File: config.mk
export PLATFORM = sky130hd
export DESIGN_NAME = pagerank_vertex_update_flat
export DESIGN_NICKNAME = d
export VERILOG_FILES = /design/src/rtl/prvu_pkg.sv /design/src/rtl/prvu_in_if.sv /design/src/rtl/prvu_out_if.sv /design/src/rtl/pagerank_vertex_update.sv /design/src/rtl/prvu_divider.sv /design/src/rtl/prvu_scaler.sv /design/src/flat_wrapper.sv
export VERILOG_INCLUDE_DIRS = /design/src /design/src/rtl
export SDC_FILE = /design/constraint.sdc
export NUM_CORES = 2
export LEC_CHECK = 0
export BUFFER_PORTS_ARGS = -buffer_cell sky130_fd_sc_hd__buf_4
export CORE_ASPECT_RATIO = 2
export CORE_MARGIN = 2
export CORE_UTILIZATION = 50
export CTS_CLUSTER_DIAMETER = 40
export CTS_CLUSTER_SIZE = 40
export DETAILED_ROUTE_END_ITERATION = 10
export GPL_TIMING_DRIVEN = 0
export PLACE_DENSITY_LB_ADDON = 0.15
export SYNTH_ARGS = -nofsm -noshare
export SYNTH_HDL_FRONTEND = slang
export SYNTH_SLANG_ARGS = --single-unit
export TNS_END_PERCENT = 5
File: constraint.sdc
create_clock -name clk -period 14.45 [get_ports clk]
set_clock_uncertainty 0.15 [all_clocks]
set_input_delay 2.89 -clock clk [delete_from_list [all_inputs] [get_ports clk]]
set_output_delay 2.89 -clock clk [all_outputs]
set_load 0.02 [all_outputs]
File: src/rtl/pagerank_vertex_update_macros.svh
// Assertion macros shared by the PageRank vertex update RTL.
`ifndef PAGERANK_VERTEX_UPDATE_MACROS_SVH
`define PAGERANK_VERTEX_UPDATE_MACROS_SVH

`ifndef SYNTHESIS

// Checked property with reset masking.
`define PRVU_ASSERT(label, clk, rst, prop, msg) \
  label: assert property (@(posedge clk) disable iff (rst) prop) else $error(msg);

// Checked property that also holds while reset is applied.
`define PRVU_ASSERT_ALWAYS(label, clk, prop, msg) \
  label: assert property (@(posedge clk) prop) else $error(msg);

`else

`define PRVU_ASSERT(label, clk, rst, prop, msg)
`define PRVU_ASSERT_ALWAYS(label, clk, prop, msg)

`endif

`endif

File: src/rtl/prvu_pkg.sv
// Shared widths, constants and types for the PageRank vertex update block.
`default_nettype none

package prvu_pkg;

  localparam int RANK_W  = 32;
  localparam int DEG_W   = 24;
  localparam int SUM_W   = 48;
  localparam int FRAC_W  = 24;
  localparam int ALPHA_W = 25;
  localparam int THR_W   = 32;
  localparam int PADDR_W = 3;
  localparam int PDATA_W = 32;

  // Width of one partial product of the shared multiplier: upper sum half times weight.
  localparam int PROD_W  = (SUM_W - FRAC_W) + ALPHA_W;

  // The divider retires one quotient bit per cycle.
  localparam int DIV_STEPS = RANK_W;
  localparam int CNT_W     = $clog2(DIV_STEPS);

  localparam logic [ALPHA_W-1:0] Q_ONE        = 25'h100_0000;
  localparam logic [ALPHA_W-1:0] ALPHA_RESET  = 25'd2516582;
  localparam logic [THR_W-1:0]   THRESH_RESET = 32'd16777;
  localparam logic [SUM_W-1:0]   SUM_MAX      = {SUM_W{1'b1}};
  localparam logic [RANK_W-1:0]  RANK_MAX     = {RANK_W{1'b1}};

  typedef enum logic [0:0] {
    REG_ALPHA,
    REG_THRESHOLD
  } reg_idx_t;

  typedef struct packed {
    logic busy;
    logic done;
  } unit_status_t;

  typedef enum logic [2:0] {
    ST_IDLE,
    ST_DIVIDE,
    ST_ACCUM,
    ST_SCALE,
    ST_RESULT
  } state_t;

  typedef enum logic [1:0] {
    SC_IDLE,
    SC_MUL_LO,
    SC_MUL_HI,
    SC_ADD
  } scale_step_t;

endpackage

`default_nettype wire

File: src/rtl/prvu_in_if.sv
// Neighbor item channel of the PageRank vertex update block.
`default_nettype none

interface prvu_in_if;
  import prvu_pkg::*;

  logic               valid;
  logic               ready;
  logic [RANK_W-1:0]  neighbor_rank;
  logic [DEG_W-1:0]   neighbor_degree;
  logic               contributes;
  logic [RANK_W-1:0]  old_rank;
  logic               last_neighbor;

  modport source (
    output valid, neighbor_rank, neighbor_degree, contributes, old_rank, last_neighbor,
    input  ready
  );

  modport sink (
    input  valid, neighbor_rank, neighbor_degree, contributes, old_rank, last_neighbor,
    output ready
  );
endinterface

`default_nettype wire

File: src/rtl/prvu_out_if.sv
// Result channel of the PageRank vertex update block.
`default_nettype none

interface prvu_out_if;
  import prvu_pkg::*;

  logic              valid;
  logic              ready;
  logic [RANK_W-1:0] new_rank;
  logic [RANK_W-1:0] rank_change;
  logic              requeue;
  logic              zero_degree_seen;

  modport source (
    output valid, new_rank, rank_change, requeue, zero_degree_seen,
    input  ready
  );

  modport sink (
    input  valid, new_rank, rank_change, requeue, zero_degree_seen,
    output ready
  );
endinterface

`default_nettype wire

File: src/rtl/pagerank_vertex_update.sv
// Top level of the pull-style PageRank vertex update block.
//
// Usage: neighbor items arrive on the "neighbor" channel (valid/ready), one per
// in-neighbor of the vertex being updated. A transfer with contributes set and a
// nonzero degree adds floor(rank / degree) to a 48-bit saturating accumulator; a
// contributing item with degree zero adds nothing and marks the vertex. The item
// with last_neighbor set closes the vertex: one result transfer then carries the
// damped rank, its absolute change from old_rank, the requeue decision and the
// zero-degree mark. Items not marked last produce no result.
// Sequence: a contributing item holds the block after its transfer for the 32
// divider steps, the divider handoff and the accumulate; an item that adds
// nothing goes straight to the accumulate. A last item then adds the shared
// multiplier's two passes, the final add and the change compare before its
// result is offered. ready is high only while the sequencer idles.
// Reset (synchronous, rst high) clears the accumulator, the mark and the output
// valid flag and loads the default alpha and threshold. A stalled receiver keeps
// the result in the output register; the block still takes further items and
// only waits if a second result is ready before the first has been taken.
// Configuration goes through the APB port: alpha at byte 0, threshold at byte 4.
`default_nettype none
`include "pagerank_vertex_update_macros.svh"

module pagerank_vertex_update (
  input  logic                          clk,
  input  logic                          rst,
  prvu_in_if.sink                       neighbor,
  prvu_out_if.source                    result,
  input  logic                          psel,
  input  logic                          penable,
  input  logic                          pwrite,
  input  logic [prvu_pkg::PADDR_W-1:0]  paddr,
  input  logic [prvu_pkg::PDATA_W-1:0]  pwdata,
  output logic [prvu_pkg::PDATA_W-1:0]  prdata,
  output logic                          pready
);
  import prvu_pkg::*;

  // Sequencer state.
  state_t state;
  state_t state_next;

  // Configuration registers.
  logic [ALPHA_W-1:0] alpha;
  logic [THR_W-1:0]   threshold;

  // Per-vertex accumulation state.
  logic [SUM_W-1:0]  partial_sum;
  logic              zflag;

  // The item now being worked on.
  logic              last_q;
  logic              add_en;
  logic [RANK_W-1:0] old_q;

  // Output register.
  logic              res_valid;
  logic [RANK_W-1:0] res_rank;
  logic [RANK_W-1:0] res_change;
  logic              res_requeue;
  logic              res_zero;
  logic              zero_q;

  logic accept;
  logic cfg_write;
  logic div_start;
  logic scl_start;
  logic load_result;

  logic [RANK_W-1:0] quotient;
  logic [RANK_W-1:0] scaled;
  unit_status_t      div_stat;
  unit_status_t      scl_stat;

  logic [SUM_W:0]    sum_wide;
  logic [SUM_W-1:0]  sum_next;
  logic [RANK_W-1:0] change;
  logic              nonzero_deg;

  assign pready    = 1'b1;
  assign cfg_write = psel && penable && pwrite && pready;

  always_ff @(posedge clk) begin
    if (rst) begin
      alpha     <= ALPHA_RESET;
      threshold <= THRESH_RESET;
    end else if (cfg_write) begin
      case (reg_idx_t'(paddr[2]))
        REG_ALPHA:     alpha     <= pwdata[ALPHA_W-1:0];
        REG_THRESHOLD: threshold <= pwdata[THR_W-1:0];
        default: ;
      endcase
    end
  end

  always_comb begin
    case (reg_idx_t'(paddr[2]))
      REG_ALPHA:     prdata = PDATA_W'(alpha);
      REG_THRESHOLD: prdata = PDATA_W'(threshold);
      default:       prdata = '0;
    endcase
  end

  assign accept      = neighbor.valid && neighbor.ready;
  assign nonzero_deg = |neighbor.neighbor_degree;

  // Sequencer: one item at a time, the divider and scaler are started from here.
  always_ff @(posedge clk) begin
    if (rst) begin
      state <= ST_IDLE;
    end else begin
      state <= state_next;
    end
  end

  always_comb begin
    state_next     = state;
    neighbor.ready = 1'b0;
    div_start      = 1'b0;
    scl_start      = 1'b0;
    load_result    = 1'b0;
    case (state)
      ST_IDLE: begin
        neighbor.ready = 1'b1;
        if (neighbor.valid) begin
          div_start  = neighbor.contributes && nonzero_deg;
          state_next = div_start ? ST_DIVIDE : ST_ACCUM;
        end
      end
      ST_DIVIDE: begin
        if (div_stat.done) state_next = ST_ACCUM;
      end
      ST_ACCUM: begin
        if (last_q) begin
          scl_start  = 1'b1;
          state_next = ST_SCALE;
        end else begin
          state_next = ST_IDLE;
        end
      end
      ST_SCALE: begin
        if (scl_stat.done) state_next = ST_RESULT;
      end
      ST_RESULT: begin
        // The previous result must have left the output register first.
        if (!res_valid || result.ready) begin
          load_result = 1'b1;
          state_next  = ST_IDLE;
        end
      end
      default: state_next = ST_IDLE;
    endcase
  end

  prvu_divider u_divider (
    .clk      (clk),
    .rst      (rst),
    .start    (div_start),
    .dividend (neighbor.neighbor_rank),
    .divisor  (neighbor.neighbor_degree),
    .quotient (quotient),
    .status   (div_stat)
  );

  // Saturating accumulate of the quotient; the scaler samples the updated sum.
  assign sum_wide = (SUM_W+1)'(partial_sum) + (SUM_W+1)'(quotient);
  always_comb begin
    if (!add_en) begin
      sum_next = partial_sum;
    end else if (sum_wide[SUM_W]) begin
      sum_next = SUM_MAX;
    end else begin
      sum_next = sum_wide[SUM_W-1:0];
    end
  end

  prvu_scaler u_scaler (
    .clk       (clk),
    .rst       (rst),
    .start     (scl_start),
    .sum       (sum_next),
    .alpha_cfg (alpha),
    .value     (scaled),
    .status    (scl_stat)
  );

  // Accumulator and zero-degree mark; both are cleared when a vertex closes.
  always_ff @(posedge clk) begin
    if (rst) begin
      partial_sum <= '0;
      zflag       <= 1'b0;
    end else if (accept && neighbor.contributes && !nonzero_deg) begin
      zflag <= 1'b1;
    end else if (state == ST_ACCUM) begin
      if (last_q) begin
        partial_sum <= '0;
        zflag       <= 1'b0;
      end else begin
        partial_sum <= sum_next;
      end
    end
  end

  always_ff @(posedge clk) begin
    if (accept) begin
      last_q <= neighbor.last_neighbor;
      add_en <= neighbor.contributes && nonzero_deg;
      old_q  <= neighbor.old_rank;
    end
    if (state == ST_ACCUM && last_q) begin
      zero_q <= zflag;
    end
  end

  assign change = (scaled >= old_q) ? (scaled - old_q) : (old_q - scaled);

  always_ff @(posedge clk) begin
    if (rst) begin
      res_valid <= 1'b0;
    end else if (load_result) begin
      res_valid <= 1'b1;
    end else if (result.ready) begin
      res_valid <= 1'b0;
    end
  end

  always_ff @(posedge clk) begin
    if (load_result) begin
      res_rank    <= scaled;
      res_change  <= change;
      res_requeue <= change > threshold;
      res_zero    <= zero_q;
    end
  end

  assign result.valid            = res_valid;
  assign result.new_rank         = res_rank;
  assign result.rank_change      = res_change;
  assign result.requeue          = res_requeue;
  assign result.zero_degree_seen = res_zero;

  // The input side only opens while neither shared unit is running.
  `PRVU_ASSERT(a_ready_units_idle, clk, rst, neighbor.ready |-> !div_stat.busy && !scl_stat.busy, "ready while a unit is busy")

  // A divider completion is only expected while the sequencer waits for it.
  `PRVU_ASSERT(a_div_done_state, clk, rst, div_stat.done |-> state == ST_DIVIDE, "divider finished outside the divide state")

  // A scaler completion is only expected while the sequencer waits for it.
  `PRVU_ASSERT(a_scl_done_state, clk, rst, scl_stat.done |-> state == ST_SCALE, "scaler finished outside the scale state")

  // Closing a vertex leaves the accumulator and the mark clear.
  `PRVU_ASSERT_ALWAYS(a_close_clears, clk, (!rst && state == ST_ACCUM && last_q) |=> (partial_sum == '0) && !zflag, "accumulator not cleared after the last item")

endmodule

`default_nettype wire

File: src/rtl/prvu_divider.sv
// Radix-2 restoring divider, one quotient bit per cycle.
`default_nettype none

module prvu_divider (
  input  logic                          clk,
  input  logic                          rst,
  input  logic                          start,
  input  logic [prvu_pkg::RANK_W-1:0]   dividend,
  input  logic [prvu_pkg::DEG_W-1:0]    divisor,
  output logic [prvu_pkg::RANK_W-1:0]   quotient,
  output prvu_pkg::unit_status_t        status
);
  import prvu_pkg::*;

  logic             busy;
  logic             done;
  logic [CNT_W-1:0] count;
  logic [RANK_W-1:0] quo;
  logic [DEG_W-1:0]  rem;
  logic [DEG_W-1:0]  dvs;

  logic [DEG_W:0] trial;
  logic [DEG_W:0] diff;
  logic           fits;

  // The partial remainder stays below the divisor, so the shifted value fits in DEG_W+1 bits.
  assign trial = {rem, quo[RANK_W-1]};
  assign diff  = trial - {1'b0, dvs};
  assign fits  = trial >= {1'b0, dvs};

  always_ff @(posedge clk) begin
    if (rst) begin
      busy  <= 1'b0;
      done  <= 1'b0;
      count <= '0;
    end else begin
      done <= 1'b0;
      if (start) begin
        busy  <= 1'b1;
        count <= '0;
      end else if (busy) begin
        count <= count + 1'b1;
        if (count == CNT_W'(DIV_STEPS - 1)) begin
          busy <= 1'b0;
          done <= 1'b1;
        end
      end
    end
  end

  always_ff @(posedge clk) begin
    if (start) begin
      quo <= dividend;
      rem <= '0;
      dvs <= divisor;
    end else if (busy) begin
      rem <= fits ? diff[DEG_W-1:0] : trial[DEG_W-1:0];
      quo <= {quo[RANK_W-2:0], fits};
    end
  end

  assign quotient    = quo;
  assign status.busy = busy;
  assign status.done = done;

endmodule

`default_nettype wire

File: src/rtl/prvu_scaler.sv
// Damping stage: (1 - alpha) * sum + alpha on one shared 24x25 multiplier.
`default_nettype none

module prvu_scaler (
  input  logic                          clk,
  input  logic                          rst,
  input  logic                          start,
  input  logic [prvu_pkg::SUM_W-1:0]    sum,
  input  logic [prvu_pkg::ALPHA_W-1:0]  alpha_cfg,
  output logic [prvu_pkg::RANK_W-1:0]   value,
  output prvu_pkg::unit_status_t        status
);
  import prvu_pkg::*;

  scale_step_t step;
  scale_step_t step_next;
  logic        done;

  logic [SUM_W-1:0]         sum_q;
  logic [ALPHA_W-1:0]       alpha_q;
  logic [ALPHA_W-1:0]       weight_q;
  logic [ALPHA_W-1:0]       alpha_c;
  logic [SUM_W-FRAC_W-1:0]  mul_a;
  logic [PROD_W-1:0]        product;
  logic [ALPHA_W-1:0]       prod_lo;
  logic [PROD_W-1:0]        prod_hi;
  logic [PROD_W:0]          total;

  // Alpha above one counts as one, which weights the neighbor sum by zero.
  assign alpha_c = (alpha_cfg > Q_ONE) ? Q_ONE : alpha_cfg;

  assign mul_a   = (step == SC_MUL_LO) ? (SUM_W-FRAC_W)'(sum_q[FRAC_W-1:0])
                                       : sum_q[SUM_W-1:FRAC_W];
  assign product = PROD_W'(mul_a) * PROD_W'(weight_q);
  assign total   = (PROD_W+1)'(prod_hi) + (PROD_W+1)'(prod_lo) + (PROD_W+1)'(alpha_q);

  always_ff @(posedge clk) begin
    if (rst) begin
      step <= SC_IDLE;
      done <= 1'b0;
    end else begin
      step <= step_next;
      done <= (step == SC_ADD);
    end
  end

  always_comb begin
    step_next = step;
    case (step)
      SC_IDLE:   if (start) step_next = SC_MUL_LO;
      SC_MUL_LO: step_next = SC_MUL_HI;
      SC_MUL_HI: step_next = SC_ADD;
      SC_ADD:    step_next = SC_IDLE;
      default:   step_next = SC_IDLE;
    endcase
  end

  always_ff @(posedge clk) begin
    if (start && step == SC_IDLE) begin
      sum_q    <= sum;
      alpha_q  <= alpha_c;
      weight_q <= Q_ONE - alpha_c;
    end
    if (step == SC_MUL_LO) begin
      prod_lo <= product[PROD_W-1:FRAC_W];
    end
    if (step == SC_MUL_HI) begin
      prod_hi <= product;
    end
    if (step == SC_ADD) begin
      value <= (|total[PROD_W:RANK_W]) ? RANK_MAX : total[RANK_W-1:0];
    end
  end

  assign status.busy = (step != SC_IDLE);
  assign status.done = done;

endmodule

`default_nettype wire

File: src/flat_wrapper.sv
// flat-port wrapper written by rule: the top's interface ports become plain ports
module pagerank_vertex_update_flat import prvu_pkg::*;
  (clk, rst, psel, penable, pwrite, paddr, pwdata, prdata, pready, neighbor_valid, neighbor_neighbor_rank, neighbor_neighbor_degree, neighbor_contributes, neighbor_old_rank, neighbor_last_neighbor, neighbor_ready, result_valid, result_new_rank, result_rank_change, result_requeue, result_zero_degree_seen, result_ready);
  prvu_in_if neighbor_i ();
  prvu_out_if result_i ();
  input  logic clk;
  input  logic rst;
  input  logic psel;
  input  logic penable;
  input  logic pwrite;
  input  logic [prvu_pkg::PADDR_W-1:0] paddr;
  input  logic [prvu_pkg::PDATA_W-1:0] pwdata;
  output logic [prvu_pkg::PDATA_W-1:0] prdata;
  output logic pready;
  input wire logic [$bits(neighbor_i.valid)-1:0] neighbor_valid;
  input wire logic [$bits(neighbor_i.neighbor_rank)-1:0] neighbor_neighbor_rank;
  input wire logic [$bits(neighbor_i.neighbor_degree)-1:0] neighbor_neighbor_degree;
  input wire logic [$bits(neighbor_i.contributes)-1:0] neighbor_contributes;
  input wire logic [$bits(neighbor_i.old_rank)-1:0] neighbor_old_rank;
  input wire logic [$bits(neighbor_i.last_neighbor)-1:0] neighbor_last_neighbor;
  output wire logic [$bits(neighbor_i.ready)-1:0] neighbor_ready;
  output wire logic [$bits(result_i.valid)-1:0] result_valid;
  output wire logic [$bits(result_i.new_rank)-1:0] result_new_rank;
  output wire logic [$bits(result_i.rank_change)-1:0] result_rank_change;
  output wire logic [$bits(result_i.requeue)-1:0] result_requeue;
  output wire logic [$bits(result_i.zero_degree_seen)-1:0] result_zero_degree_seen;
  input wire logic [$bits(result_i.ready)-1:0] result_ready;
  assign neighbor_i.valid = neighbor_valid;
  assign neighbor_i.neighbor_rank = neighbor_neighbor_rank;
  assign neighbor_i.neighbor_degree = neighbor_neighbor_degree;
  assign neighbor_i.contributes = neighbor_contributes;
  assign neighbor_i.old_rank = neighbor_old_rank;
  assign neighbor_i.last_neighbor = neighbor_last_neighbor;
  assign neighbor_ready = neighbor_i.ready;
  assign result_valid = result_i.valid;
  assign result_new_rank = result_i.new_rank;
  assign result_rank_change = result_i.rank_change;
  assign result_requeue = result_i.requeue;
  assign result_zero_degree_seen = result_i.zero_degree_seen;
  assign result_i.ready = result_ready;
  pagerank_vertex_update u_core (.clk(clk), .rst(rst), .neighbor(neighbor_i), .result(result_i), .psel(psel), .penable(penable), .pwrite(pwrite), .paddr(paddr), .pwdata(pwdata), .prdata(prdata), .pready(pready));
endmodule
==> results list <==
- The flow ran to the end, and the final reports show no timing, DRC or antenna violations.
* Largest fanout of any net on the critical path: 26
- Number of slew-limit violations in the final report: 0
- Across the whole layout, storage elements account for 13700 sq um.
- In this run the remaining antenna-violating nets after routing total 0.
- The slowest stage of the critical path is the sky130_fd_sc_hd__ha_1 cell.
- Fin. Hold Viols: 0
- Unrepaired setup endpoints after global routing: no
- Met2 Track Usage GR: 0.538
- For this configuration, the core starts out at a cell density of 0.503.
* Number of vias in the routed layout: 38200
* Number of hold buffers added after cts: 0
* M3 GR Usage: 0.0409
- Post-synthesis sequential area ratio: 0.284
* Arrival time reported for the critical path endpoint: 12.49 ns
- F_max: 81.2 MHz
- At the placement stage, the worst setup path has a slack of 2.21 ns.
* Starting DRT DRC Count: 3070
- Total of flip-flops plus latches after synthesis: 504
- Share of layout cells above drive strength 1: 0.0854
- The placed instances occupy a cell area of 51600 sq um.
- Yosys warning total: 0
- Top FF cell, synth: sky130_fd_sc_hd__edfxtp_1
- Yosys mapped the design onto 93 distinct sky130hd cell types.
- In the routed layout, each cell is associated on average with a via count of 5.74.
- The net count of the finished layout is 6405.
* Drt wl/cell: 23.2 microns
- In the global route stage, overall resource usage came out at 0.314.
- Die H: 443 microns
- Dividing the final minimum period by the clock period gives 0.852.
- Half-perimeter wire length of the detailed placement result: 128000 microns
- The synthesized design contains 360 enable-type register cells.
- List of most frequent post-synthesis cells: 776 x sky130_fd_sc_hd__inv_1, 656 x sky130_fd_sc_hd__nand2_1, 534 x sky130_fd_sc_hd__fa_1
- Worst reg-to-reg setup slack: 2.14 ns
- Clock tree from TritonCTS: done
- For this run, the share of the core covered by cells in the final layout is 0.563.
* RePlAce Congestion: 0.965
- Max capacitance violation total: 0
- Worst max-slew margin expressed relative to the limit: 0.129
- Buffers inserted during clock tree synthesis total 68.
- CP startpoint: u_core.u_scaler.step[1]
* Largest net degree at the start of global routing: 59
- In this run the mean area of a mapped cell was 9.50 sq um.
* P&R area growth vs syn: 11.9%
- Path depth of the worst reg2reg path: 31
* Most used standard cell by instance count after synthesis: sky130_fd_sc_hd__inv_1
- The later pin in the worst-skew pair is clocked with a latency of 0.63 ns.
- Num Clock Sinks: 504
* Clock Tree Root: sky130_fd_sc_hd__clkbuf_16
* Crit-path leading delay family: adder cells
- Std-Cell Core Area: 95900 sq um
- Post-cts resize count: 0
- In this run the tool buffered the top-level ports with 228 buffer cells.
- From left edge to right edge, the die measures 224 microns.
* H-tree Lvls: 3
- Crit path buf inv count: 10
- After floorplanning, the core was divided into 161 placement rows.
* Cell area after layout: 54000 sq um
- The first global-routing pass estimated 234000 microns of wire.
- Counting buffers and inverters, the worst setup path is 31 cells deep.
- Net count after synthesis: 6103
- The initial antenna violation count was 4.
- GR Layer Usage met1: 0.395
- The startpoint identified for the worst register-to-register timing path is u_core.u_scaler.step[1].
- The synthesized design spends more area on one cell type than any other, namely sky130_fd_sc_hd__edfxtp_1.
- Critical path endpoint category: register
- Via count of the first global-routing pass: 39000
- Synth Instances: 5078
- Register clock-pin slew on the reported worst setup and hold paths: 0.07 ns
- Total Negative Setup Slacks: 0 ns
- Slowest cell delay on critical path: 1.03 ns
- For this run, the detailed router's first-pass iteration total came to 6.
* Drt drc: 0
- At the pin with the least slew margin, the transition time is 1.31 ns.
* Total setup violations reported at the end of the flow: 0
* I/O pin count: 233
* Endpoint of the worst-slack reg-to-reg timing path: u_core.u_scaler.prod_lo[19]
* CP Data Required Time: 14.63 ns
- Filler instances: 8662
- Critical path start-end classification: reg2reg
- Total die area: 99200 sq um
- Setup Fix Bufs, Post-CTS: 0
* Area of the multi-input gates: 30700 sq um
- Wires add up to 155000 microns.
- Classification of the worst-slack hold path: reg2reg
- Subtracting the final worst setup slack from the clock period gives 12.31 ns.
- Final setup margin: 2.14 ns
* Largest cells by area after synthesis: sky130_fd_sc_hd__edfxtp_1 22%, sky130_fd_sc_hd__fa_1 22%, sky130_fd_sc_hd__ha_1 9.3%, sky130_fd_sc_hd__inv_1 6.0%, sky130_fd_sc_hd__dfxtp_1 6.0%
* Portion of synthesized cell area occupied by the leading cell type: 0.224
- Crit path capture: u_core.u_scaler.prod_lo[19]
- For this run, asynchronously set or reset flops after synthesis account for 0.
* Overflow after GRT: 0
- Routing layer with the top usage in global route: met2
- The worst setup path is launched from a register.
* Syn Std Cell Area: 48300 sq um
- In this run the deepest clock path goes through 3 buffers.
[routing by layer]
metal,up-vias,share of wire
met1,19000,0.39
met2,1459,0.49
li1,17400,-
met5,-,0.000084
met4,2,0.052
met3,341,0.061
[worst reg2reg max path, delay by kind of cell (launching register included)]
family / cells / cell delay (ns)
DFF: 1 / 0.34
adders and majority gates: 9 / 5.08
muxes: 1 / 0.99
AOI/OAI and AO/OA: 8 / 2.82
buffers and inverters: 10 / 1.99
and+or+nand+nor: 3 / 0.63
[placed cells by master, fill, tap and decap left out, types with 53 or more instances in the layout]
| cell | n |
|---|---|
| sky130_fd_sc_hd__clkbuf_16 | 71 |
| sky130_fd_sc_hd__xor2_1 | 55 |
| sky130_fd_sc_hd__a21o_1 | 87 |
| sky130_fd_sc_hd__nand3_1 | 66 |
| sky130_fd_sc_hd__fa_1 | 534 |
| sky130_fd_sc_hd__and2_1 | 252 |
| sky130_fd_sc_hd__o21ai_0 | 152 |
| sky130_fd_sc_hd__mux2_2 | 53 |
| sky130_fd_sc_hd__nor2_1 | 188 |
| sky130_fd_sc_hd__inv_1 | 776 |
| sky130_fd_sc_hd__clkbuf_1 | 221 |
| sky130_fd_sc_hd__dfxtp_1 | 144 |
| sky130_fd_sc_hd__buf_4 | 231 |
| sky130_fd_sc_hd__nor2b_1 | 114 |
| sky130_fd_sc_hd__nor3_1 | 57 |
| sky130_fd_sc_hd__a21oi_1 | 276 |
| sky130_fd_sc_hd__nand2_1 | 656 |
| sky130_fd_sc_hd__nand4_1 | 85 |
| sky130_fd_sc_hd__xnor2_1 | 113 |
| sky130_fd_sc_hd__ha_1 | 357 |
| sky130_fd_sc_hd__edfxtp_1 | 360 |
[final cells by class]
| type | instances | share of cell area |
|---|---|---|
| multi-input cells | 3553 | 0.568 |
| flip-flops and latches | 504 | 0.253 |
| inverters | 779 | 0.0541 |
| repair buffers | 232 | 0.0334 |
| clock buffers | 77 | 0.0333 |
| well taps | 1222 | 0.0283 |
| plain buffers | 242 | 0.0177 |
| clock inverters | 49 | 0.0111 |
| diodes | 4 | 0.000185 |
[per-stage QoR]
| stage | hold WS [ns] | cells |
|---|---|---|
| floorplan | 0.250 | 5078 |
| global placement | 0.252 | 6528 |
| detailed placement | 0.269 | 6532 |
| CTS | 0.268 | 6658 |
| global route | 0.276 | 6658 |
| finish | 0.271 | 6662 |
[sequential cells by signal, indices dropped and copies added, names as in the netlist, 2 cells and up]
register and cells:
u_core.u_scaler.prod_hi 49, u_core.partial_sum 48, u_core.u_scaler.sum_q 48, u_core.old_q 32, u_core.result.new_rank 32, u_core.result.rank_change 32
u_core.threshold 32, u_core.u_divider.quotient 32, u_core.u_scaler.value 32, u_core.alpha 25, u_core.u_scaler.alpha_q 25, u_core.u_scaler.prod_lo 25
u_core.u_divider.dvs 24, u_core.u_divider.rem 24, u_core.u_scaler.weight_q 24, u_core.u_divider.count 5, u_core.state 3, u_core.u_scaler.step 2
[cell families (layout without fill, tap and decap cells)]
family	Yosys count	in the layout	share of synthesized area
xor gates and xnor gates	168	168	0.0305
other	1	5	0.0000777
DFF	504	504	0.284
AOI/OAI and AO/OA	847	847	0.115
adders and majority gates	893	893	0.315
buffers and inverters	1021	1379	0.0804
and+or+nand+nor	1569	1569	0.158
muxes	75	75	0.0169
[worst min-delay path by stage]
stage / from / end / depth (start not counted)
floorplan: u_core.zero_q / u_core.result.zero_degree_seen / 0
global placement: u_core.zero_q / u_core.result.zero_degree_seen / 0
detailed placement: u_core.zflag / u_core.zero_q / 0
CTS: u_core.zero_q / u_core.result.zero_degree_seen / 0
global route: u_core.zero_q / u_core.result.zero_degree_seen / 0
finish: u_core.zero_q / u_core.result.zero_degree_seen / 0
Power is left out: the tool's default activity adds up to more than one toggle a clock period on the data nets, which glitch-free logic cannot reach.
